File: src/rdf_pkg.sv
// Package for the repeater duplicate filter: ring geometry, verdict codes,
// and the command/status structs between controller and datapath.
// No dependencies.
package rdf_pkg;

    localparam int RING_DEPTH = 50;
    localparam int IDX_W      = (RING_DEPTH > 1) ? $clog2(RING_DEPTH) : 1;
    localparam int ID_W       = 32;
    localparam int NUM_W      = 32;
    localparam int PAIR_W     = ID_W + NUM_W;
    localparam int VERDICT_W  = 2;
    localparam int SLOT_W     = 8;

    typedef enum logic [VERDICT_W-1:0] {
        VERDICT_FORWARD   = 2'd0,
        VERDICT_INVALID   = 2'd1,
        VERDICT_OWN       = 2'd2,
        VERDICT_DUPLICATE = 2'd3
    } verdict_t;

    // Controller to datapath
    typedef struct packed {
        logic load;     // capture the input transfer, restart the scan
        logic rd_en;    // read the ring slot at the scan index, advance it
        logic publish;  // load the output register, update the ring on forward
    } rdf_cmd_t;

    // Datapath to controller
    typedef struct packed {
        logic early_drop;  // invalid or own packet, no scan needed
        logic scan_last;   // scan index is at the last slot
        logic out_free;    // output register can take a result this cycle
    } rdf_stat_t;

endpackage

File: src/repeater_duplicate_filter.sv
// Top level of the repeater duplicate filter: joins controller and datapath.
// Depends on rdf_pkg, rdf_ctrl, rdf_dp (and rdf_ram through rdf_dp).
//
//  Channel  | Handshake              | Payload
//  ---------+------------------------+--------------------------------------------
//  input    | in_valid / in_ready    | packet_valid, sender_id, message_number
//  output   | out_valid / out_ready  | verdict, slot_written
//  config   | cfg_wr_en (no wait)    | cfg_wr_data (own node id)
//
// An invalid or own packet skips the ring scan and goes straight to the result;
// any other packet waits for the scan, which reads one ring slot per cycle
// through the single RAM read port.
// One packet is in flight at a time; the next input transfer is taken as soon
// as the result sits in the output register, even if it is still stalled.
// Reset clears the own id, the ring pointer and the per-slot valid bits, so the
// ring reads as all (0,0) pairs at once, with no clearing pass.
module repeater_duplicate_filter (
    input  logic                          clk,
    input  logic                          rst_n,
    // configuration
    input  logic                          cfg_wr_en,
    input  logic [rdf_pkg::ID_W-1:0]      cfg_wr_data,
    // input channel
    input  logic                          in_valid,
    output logic                          in_ready,
    input  logic                          packet_valid,
    input  logic [rdf_pkg::ID_W-1:0]      sender_id,
    input  logic [rdf_pkg::NUM_W-1:0]     message_number,
    // output channel
    output logic                          out_valid,
    input  logic                          out_ready,
    output logic [rdf_pkg::VERDICT_W-1:0] verdict,
    output logic [rdf_pkg::SLOT_W-1:0]    slot_written
);

    import rdf_pkg::*;

    rdf_cmd_t  cmd;
    rdf_stat_t stat;

    // Sequence: capture, early check, scan the ring, drain, hand off
    rdf_ctrl u_ctrl (
        .clk      (clk),
        .rst_n    (rst_n),
        .in_valid (in_valid),
        .in_ready (in_ready),
        .stat     (stat),
        .cmd      (cmd)
    );

    // Hold the packet, compare against each ring slot, update the ring on forward
    rdf_dp u_dp (
        .clk            (clk),
        .rst_n          (rst_n),
        .cfg_wr_en      (cfg_wr_en),
        .cfg_wr_data    (cfg_wr_data),
        .packet_valid   (packet_valid),
        .sender_id      (sender_id),
        .message_number (message_number),
        .out_ready      (out_ready),
        .out_valid      (out_valid),
        .verdict        (verdict),
        .slot_written   (slot_written),
        .cmd            (cmd),
        .stat           (stat)
    );

endmodule

File: src/rdf_ram.sv
// Generic single-write, single-read RAM with registered read data.
// No dependencies.
module rdf_ram #(
    parameter  int WIDTH = 64,
    parameter  int DEPTH = 50,
    localparam int AW    = (DEPTH > 1) ? $clog2(DEPTH) : 1
) (
    input  logic             clk,
    input  logic             wr_en,
    input  logic [AW-1:0]    wr_addr,
    input  logic [WIDTH-1:0] wr_data,
    input  logic             rd_en,
    input  logic [AW-1:0]    rd_addr,
    output logic [WIDTH-1:0] rd_data
);

    logic [WIDTH-1:0] mem [DEPTH];
    logic [WIDTH-1:0] rd_data_reg;

    always_ff @(posedge clk)
    begin
        if (wr_en)
        begin
            mem[wr_addr] <= wr_data;
        end
        if (rd_en)
        begin
            rd_data_reg <= mem[rd_addr];
        end
    end

    assign rd_data = rd_data_reg;

endmodule

File: src/rdf_ctrl.sv
// Controller for the repeater duplicate filter: sequences capture, ring scan
// and result hand-off. Depends on rdf_pkg.
module rdf_ctrl (
    input  logic              clk,
    input  logic              rst_n,
    input  logic              in_valid,
    output logic              in_ready,
    input  rdf_pkg::rdf_stat_t stat,
    output rdf_pkg::rdf_cmd_t  cmd
);

    import rdf_pkg::*;

    typedef enum logic [2:0] {
        ST_IDLE,
        ST_CHECK,
        ST_SCAN,
        ST_DRAIN,
        ST_DONE
    } state_t;

    state_t state_reg;
    state_t state_next;

    always_comb
    begin
        state_next  = state_reg;
        cmd         = '0;
        in_ready    = 1'b0;
        case (state_reg)
            ST_IDLE:
            begin
                in_ready = 1'b1;
                if (in_valid)
                begin
                    cmd.load   = 1'b1;
                    state_next = ST_CHECK;
                end
            end
            ST_CHECK:
            begin
                state_next = stat.early_drop ? ST_DONE : ST_SCAN;
            end
            ST_SCAN:
            begin
                cmd.rd_en = 1'b1;
                if (stat.scan_last)
                begin
                    state_next = ST_DRAIN;
                end
            end
            ST_DRAIN:
            begin
                state_next = ST_DONE;
            end
            ST_DONE:
            begin
                if (stat.out_free)
                begin
                    cmd.publish = 1'b1;
                    state_next  = ST_IDLE;
                end
            end
            default:
            begin
                state_next = ST_IDLE;
            end
        endcase
    end

    always_ff @(posedge clk or negedge rst_n)
    begin
        if (!rst_n)
        begin
            state_reg <= ST_IDLE;
        end
        else
        begin
            state_reg <= state_next;
        end
    end

endmodule

File: src/rdf_dp.sv
// Datapath for the repeater duplicate filter: own-id register, captured packet,
// ring memory with per-slot valid bits, scan compare and output register.
// Depends on rdf_pkg and rdf_ram.
module rdf_dp (
    input  logic                         clk,
    input  logic                         rst_n,
    input  logic                         cfg_wr_en,
    input  logic [rdf_pkg::ID_W-1:0]     cfg_wr_data,
    input  logic                         packet_valid,
    input  logic [rdf_pkg::ID_W-1:0]     sender_id,
    input  logic [rdf_pkg::NUM_W-1:0]    message_number,
    input  logic                         out_ready,
    output logic                         out_valid,
    output logic [rdf_pkg::VERDICT_W-1:0] verdict,
    output logic [rdf_pkg::SLOT_W-1:0]   slot_written,
    input  rdf_pkg::rdf_cmd_t            cmd,
    output rdf_pkg::rdf_stat_t           stat
);

    import rdf_pkg::*;

    logic [ID_W-1:0]       own_id_reg;
    logic                  pkt_vld_reg;
    logic [ID_W-1:0]       sender_reg;
    logic [NUM_W-1:0]      number_reg;
    logic [IDX_W-1:0]      idx_reg;
    logic [IDX_W-1:0]      ptr_reg;
    logic [IDX_W-1:0]      ptr_next;
    logic [RING_DEPTH-1:0] entry_vld_reg;
    logic                  vld_rd_reg;
    logic                  cmp_en_reg;
    logic                  match_reg;
    logic                  out_valid_reg;
    verdict_t              verdict_reg;
    logic [SLOT_W-1:0]     slot_reg;

    logic [PAIR_W-1:0]     pair;
    logic [PAIR_W-1:0]     ram_rdata;
    logic                  hit;
    logic                  is_own;
    verdict_t              verdict_now;
    logic                  fwd;

    assign pair   = {sender_reg, number_reg};
    assign is_own = (sender_reg == own_id_reg);

    // A slot never written reads as the cleared pair (0,0)
    assign hit = vld_rd_reg ? (ram_rdata == pair) : (pair == '0);

    always_comb
    begin
        if (!pkt_vld_reg)
        begin
            verdict_now = VERDICT_INVALID;
        end
        else if (is_own)
        begin
            verdict_now = VERDICT_OWN;
        end
        else if (match_reg)
        begin
            verdict_now = VERDICT_DUPLICATE;
        end
        else
        begin
            verdict_now = VERDICT_FORWARD;
        end
    end

    assign fwd      = cmd.publish && (verdict_now == VERDICT_FORWARD);
    assign ptr_next = (ptr_reg == IDX_W'(RING_DEPTH - 1)) ? '0 : ptr_reg + 1'b1;

    rdf_ram #(
        .WIDTH (PAIR_W),
        .DEPTH (RING_DEPTH)
    ) u_ring (
        .clk     (clk),
        .wr_en   (fwd),
        .wr_addr (ptr_reg),
        .wr_data (pair),
        .rd_en   (cmd.rd_en),
        .rd_addr (idx_reg),
        .rd_data (ram_rdata)
    );

    always_ff @(posedge clk or negedge rst_n)
    begin
        if (!rst_n)
        begin
            own_id_reg    <= '0;
            idx_reg       <= '0;
            ptr_reg       <= '0;
            entry_vld_reg <= '0;
            vld_rd_reg    <= 1'b0;
            cmp_en_reg    <= 1'b0;
            match_reg     <= 1'b0;
            out_valid_reg <= 1'b0;
        end
        else
        begin
            if (cfg_wr_en)
            begin
                own_id_reg <= cfg_wr_data;
            end

            cmp_en_reg <= cmd.rd_en;
            if (cmd.load)
            begin
                idx_reg   <= '0;
                match_reg <= 1'b0;
            end
            else
            begin
                if (cmd.rd_en)
                begin
                    idx_reg    <= idx_reg + 1'b1;
                    vld_rd_reg <= entry_vld_reg[idx_reg];
                end
                if (cmp_en_reg && hit)
                begin
                    match_reg <= 1'b1;
                end
            end

            if (fwd)
            begin
                entry_vld_reg[ptr_reg] <= 1'b1;
                ptr_reg                <= ptr_next;
            end

            if (cmd.publish)
            begin
                out_valid_reg <= 1'b1;
            end
            else if (out_ready)
            begin
                out_valid_reg <= 1'b0;
            end
        end
    end

    always_ff @(posedge clk)
    begin
        if (cmd.load)
        begin
            pkt_vld_reg <= packet_valid;
            sender_reg  <= sender_id;
            number_reg  <= message_number;
        end
        if (cmd.publish)
        begin
            verdict_reg <= verdict_now;
            slot_reg    <= fwd ? SLOT_W'(ptr_reg) : '0;
        end
    end

    assign stat.early_drop = !pkt_vld_reg || is_own;
    assign stat.scan_last  = (idx_reg == IDX_W'(RING_DEPTH - 1));
    assign stat.out_free   = !out_valid_reg || out_ready;

    assign out_valid    = out_valid_reg;
    assign verdict      = verdict_reg;
    assign slot_written = slot_reg;

endmodule

File: config.mk
export PLATFORM = sky130hd
export DESIGN_NAME = repeater_duplicate_filter
export DESIGN_NICKNAME = d
export VERILOG_FILES = /design/src/rdf_pkg.sv /design/src/repeater_duplicate_filter.sv /design/src/rdf_ram.sv /design/src/rdf_ctrl.sv /design/src/rdf_dp.sv
export SDC_FILE = /design/constraint.sdc
export NUM_CORES = 2
export LEC_CHECK = 0
export BUFFER_PORTS_ARGS = -buffer_cell sky130_fd_sc_hd__buf_2
export CAP_MARGIN = 0
export CORE_MARGIN = 3
export CORE_UTILIZATION = 60
export DETAILED_ROUTE_END_ITERATION = 8
export PLACE_DENSITY_LB_ADDON = 0.2
export SYNTH_ARGS = -nofsm -noshare
export SYNTH_HDL_FRONTEND = slang
export SYNTH_HIERARCHICAL = 1
export SYNTH_SLANG_ARGS = --single-unit
File: constraint.sdc
create_clock -name clk -period 10.65 [get_ports clk]
set_input_delay 2.13 -clock clk [delete_from_list [all_inputs] [get_ports clk]]
set_output_delay 2.13 -clock clk [all_outputs]
set_load 0.02 [all_outputs]
Word-level counts from Yosys, hierarchy flattened --
Memory sizes are Yosys's and may differ from the RTL's. A register that Yosys moved wholly into a read port is not among the register bits. Index checks and enable logic that the tools add are counted.
Word-level totals: bits in registers 176, bits of input ports 102, bits in writable memories 3200, logic and storage cells 77, memories kept 1
Cells by class: equality and inequality tests 11, reduce and logical (&&, ||, !) cells 15, order comparisons 3, add/subtract/negate cells 2, multiplexer cells 28, bitwise gates (word level) 2
Memories:
- u_dp.u_ring.mem | words 50, width 64, read ports 1, clocked after memory_dff 1, write ports 1, line rdf_ram.sv:17 | logic [WIDTH-1:0] mem [DEPTH];
Operators with widths (count):
- $eq A64 B64 Y1 | 1
- $logic_not A64 Y1 | 1
- $or A50 B50 Y50 | 1
- $eq A32 B32 Y1 | 1
- $mux W6 | 3
- $mux W1 | 15
- $pmux W3 S5 | 1
- $lt A6 B7 Y1 const B | 2
- $add A6 B1 Y6 const B | 2
- $eq A6 B6 Y1 const B | 2
- $mux W3 | 4
- $bmux W1 S6 | 1
- $demux W1 S6 | 1
- $eq A3 B2 Y1 const B | 2
- $ge A6 B1 Y1 const B | 1
- $mux W2 | 3
- $ne A2 B2 Y1 const B | 3
- $reduce_bool A2 Y1 | 3
- $eq A3 B1 Y1 const B | 1
- $eq A3 B3 Y1 const B | 1
- $logic_and A1 B1 Y1 | 3
- $logic_not A3 Y1 | 1
- $reduce_and A3 Y1 | 1
- $logic_not A1 Y1 | 2
- 4 further kinds | 5

Depth between registers and ports, before layout --
depth after elaboration 7, mapped depth 10, gate-level depth less buffers 7

Cells and area by module --
Netlist, hierarchy kept.
Modules (own cells, without submodules):
- rdf_ram | instances 1, cells an instance 5784, seq. area each 98014.0 um^2, area an instance 124963.6 um^2
- rdf_dp | instances 1, cells an instance 551, seq. area each 4644.5 um^2, area an instance 7796.2 um^2
- rdf_ctrl | instances 1, cells an instance 15, seq. area each 75.1 um^2, area an instance 155.1 um^2

Worst setup path after synthesis --
No wires, ideal clock.
kind input to register, start point input port out_ready, end point memory u_dp.u_ring.mem[16][0], enable pin, stages 8, path buffers 1, slack 1.001 ns, arrival 9.085 ns, cell sequence nand2b_1 -> nor4b_1 -> nand3_1 -> a21oi_4 -> buf_6 -> nor3b_1 -> nand2_1 -> nor3_1
RTL lines:
- start: declaration | line repeater_duplicate_filter.sv:31 | input logic out_ready,
- end: declaration | line rdf_ram.sv:17

==> summary.md <==
| Metric | Value |
|---|---|
| GR Layer Usage met2 | `48.28%` |
| Sw power | `9.862 mW` |
| Input/output buffers | `111` |
| Internal | `25.30 mW` |
| First-pass GRT wire length | `509.7 mm` |
| Post-synth EDFFs | `3337` |
| H-tree levels | `5` |
| Hold Slack | `0.4630 ns` |
| CTS resizes | `0` |
| Overflow left after global routing | `0` |
| Synth Flop Type | `edfxtp_1` |
| CP endpoint kind | `flop` |
| Post-synthesis sequential area ratio | `77.29%` |
| Layout cells sized above 1 | `25.03%` |
| Ys async rst share | `2.938%` |
| Final Net Count | `6799` |
| Met3 layer usage reported by global route | `7.408%` |
| Cell mode on critical path | `buf_4` |
| Largest net degree at the start of global routing | `120` |
| Yosys top cell by area | `edfxtp_1` |
| Remaining DRCs | `0` |
| Initial antenna violation count | `21` |
| LEAKAGE | `46.36 nW` |
| Unique masters post-synth | `64` |
| Slowest cell on crit path | `nor2_4` |
| Row cnt | `172` |
| Chip width | `476.7 µm` |
| Sw frac | `28.04%` |
| Worst setup SP type | `input pin` |
| Most frequent cells after synthesis | `edfxtp_1 (3337), mux4_2 (541), mux2i_1 (515), mux2_2 (296), nand2_1 (195)` |
| Fmax | `160.4 MHz` |
| Drt via density | `6.856` |
| Seq cells post-synth | `3438` |
| Setup_tns | `0 ns` |
| Synth Instances | `6350` |
| Setup violators final | `0` |
| Actual slew at the worst max-slew pin | `1.326 ns` |
| CTS root buf | `clkbuf_16` |
| Antenna-violating nets left | `0` |
| CTS tree | `yes` |
| Synth area leaders | `edfxtp_1 (75%), mux4_2 (9.2%), mux2i_1 (3.9%), mux2_2 (2.5%), dfrtp_1 (1.9%)` |
| Most frequent cell after synthesis | `edfxtp_1` |
| Min cycle time layout | `6.235 ns` |
| Core area | `219900 µm²` |
| CP arrival | `6.80 ns` |
| Max_slew headroom | `11.41%` |
| WL/cell | `36.32 µm` |
| DR vias | `68207` |
| Number of fill cells | `13781` |
| Vias in the first global route | `66449` |
| Max FFs per register | `3200` |
| Most Used Layer, Global Route | `met2` |
| Post-synth top area share | `75.39%` |
| Post-CTS Repair Setup Buffers | `0` |
| Sequential Power Share | `45.5%` |
| I/O Pins | `114` |
| Worst-skew pair later-pin latency | `0.97 ns` |
| Crit Path Category | `input pin to flop` |
| TritonCTS Buffers | `350` |
| Clock-pin slew on the worst setup and hold paths | `0.06 ns` |
| Critical path cell sequence | `buf_2, nand2b_1, nor4b_2, buf_4, nand3_1, a21oi_4, nand4b_1, nor2_4, buf_4` |
| Cell Area, Synth | `132900 µm²` |
| Syn avg cell area | `20.93 µm²` |
| Initial DRC Count | `9979` |
| Starting Density | `60.43%` |
| Total GRT Usage | `31.93%` |
| Die height | `476.7 µm` |
| Layout area overhead | `11.88%` |
| Clock power share | `33.6%` |
| Data required, critical path | `11.21 ns` |
| Fin crit share | `58.55%` |
| Gate power share | `21.0%` |
| # Max-Cap Violations | `0` |
| Die Area | `227200 µm²` |
| Sink Count | `3438` |
| Power per cell area | `236.5 nW/µm²` |
| Routing usage on met1 | `43.87%` |
| Hpwl dp | `211.9 mm` |
| Wirelength, routed | `361.4 mm` |
| Hold_buf cts | `0` |
| CTS Buffer Depth | `4` |
| Crit path largest cell delay | `1.04 ns` |
| Min-Delay Path Class | `flop to flop` |
| Status | `finished, final reports clean` |
| Setup Skew | `0.07672 ns` |
| Worst-path fanout max | `46` |
| Synth warn | `6` |
| RSZ-0062 raised after global routing | `false` |
| GPL Wtd Cong | `0.8965` |
| First-pass DRT Iterations | `6` |
| Max VDD drop | `274.2 µV` |
| Max Slew Vio Count | `0` |
| Final-report hold violation count | `0` |
routing by layer:
metal / up-vias / routed length [µm]
met5: - / 47
met4: 8 / 22810
met3: 812 / 40100
met2: 4528 / 167900
met1: 35713 / 130500
li1: 27146 / -
worst max-delay path: cells and delay by family:
kind | cells | cell delay, ns
buffers and inverters | 3 | 1.15
AO/OA/AOI/OAI | 1 | 0.96
AND/OR/NAND/NOR | 5 | 2.42
area by class of cell:
class / count / area [µm²] / share of cell area, %
flip-flops and latches: 3438 / 102800 / 69.10
multi-input cells: 2545 / 28700 / 19.30
clock buffers: 434 / 9239 / 6.213
well taps: 2958 / 3701 / 2.489
repair buffers: 349 / 2495 / 1.678
clock inverters: 178 / 1688 / 1.135
diodes: 38 / 95.09 / 0.06394
inverters: 9 / 37.54 / 0.02524
stage by stage:
stage | instances | instance area [µm²] | setup WS, ns | power, mW | util, %
2_1_floorplan | 6351 | 132900 | 1.001 | 20.85 | -
3_3_place_gp | 9298 | 137700 | 3.561 | 23.47 | 62.59
3_5_place_dp | 9298 | 137700 | 3.555 | 23.57 | 62.59
4_1_cts | 9910 | 148600 | 4.544 | 35.24 | 67.56
5_1_grt | 9934 | 148700 | 4.376 | 36.13 | 67.60
6_report | 9949 | 148700 | 4.415 | 35.17 | 67.61
cell usage in the layout, fill, tap and decap left out, types with 43 or more instances in the layout:
cell type  count
nand2_1      194
clkbuf_16    354
a22oi_1       59
mux4_2       541
a21oi_1      124
mux2i_1      515
clkbuf_1      72
nor2_4        49
a31oi_1       75
edfxtp_1    3337
clkinv_1      71
buf_2        110
buf_4        227
mux2_2       296
a31o_1        43
clkinv_2      54
dfrtp_1       96
o22ai_1       91
a221oi_1      81
xnor2_1       82
path summary, 6_finish.rpt:
path                                               startpoint                                  to  slack, ns  depth (start not counted)
setup / recovery                                    out_ready   u_dp/u_ring/mem[19][31]$_DFFE_PP_       4.41                          9
hold / removal             u_dp/entry_vld_reg[27]$_DFFE_PN0P_  u_dp/entry_vld_reg[27]$_DFFE_PN0P_       0.46                          1
setup reg to reg                u_dp/sender_reg[21]$_DFFE_PP_   u_dp/u_ring/mem[19][31]$_DFFE_PP_       5.05                          8
hold reg to reg            u_dp/entry_vld_reg[27]$_DFFE_PN0P_  u_dp/entry_vld_reg[27]$_DFFE_PN0P_       0.46                          1
max in group asynchronous                               rst_n     u_dp/own_id_reg[30]$_DFFE_PN0P_       8.04                          2
min in group asynchronous                               rst_n     u_dp/own_id_reg[19]$_DFFE_PN0P_       1.28                          1
kinds of logic after synthesis:
kind of cell / share of synthesized area (%)
AOI/OAI and AO/OA: 3.331
other: 0.002821
muxes: 15.58
adders and majority gates: 0.03766
DFF: 77.29
xor gates and xnor gates: 0.6655
and+or+nand+nor: 1.645
buffers and inverters: 1.451
power groups by stage:
stage               Combinational (mW)  Clock, mW  Sequential (mW)
floorplan                         4.32          0             16.5
global route                      7.67       12.5             16.0
detailed placement                7.30          0             16.3
finish                            7.38       11.8             16.0
global placement                  7.21          0             16.3
CTS                               7.33       11.9             16.0
Power figures use the tool's default switching activity.
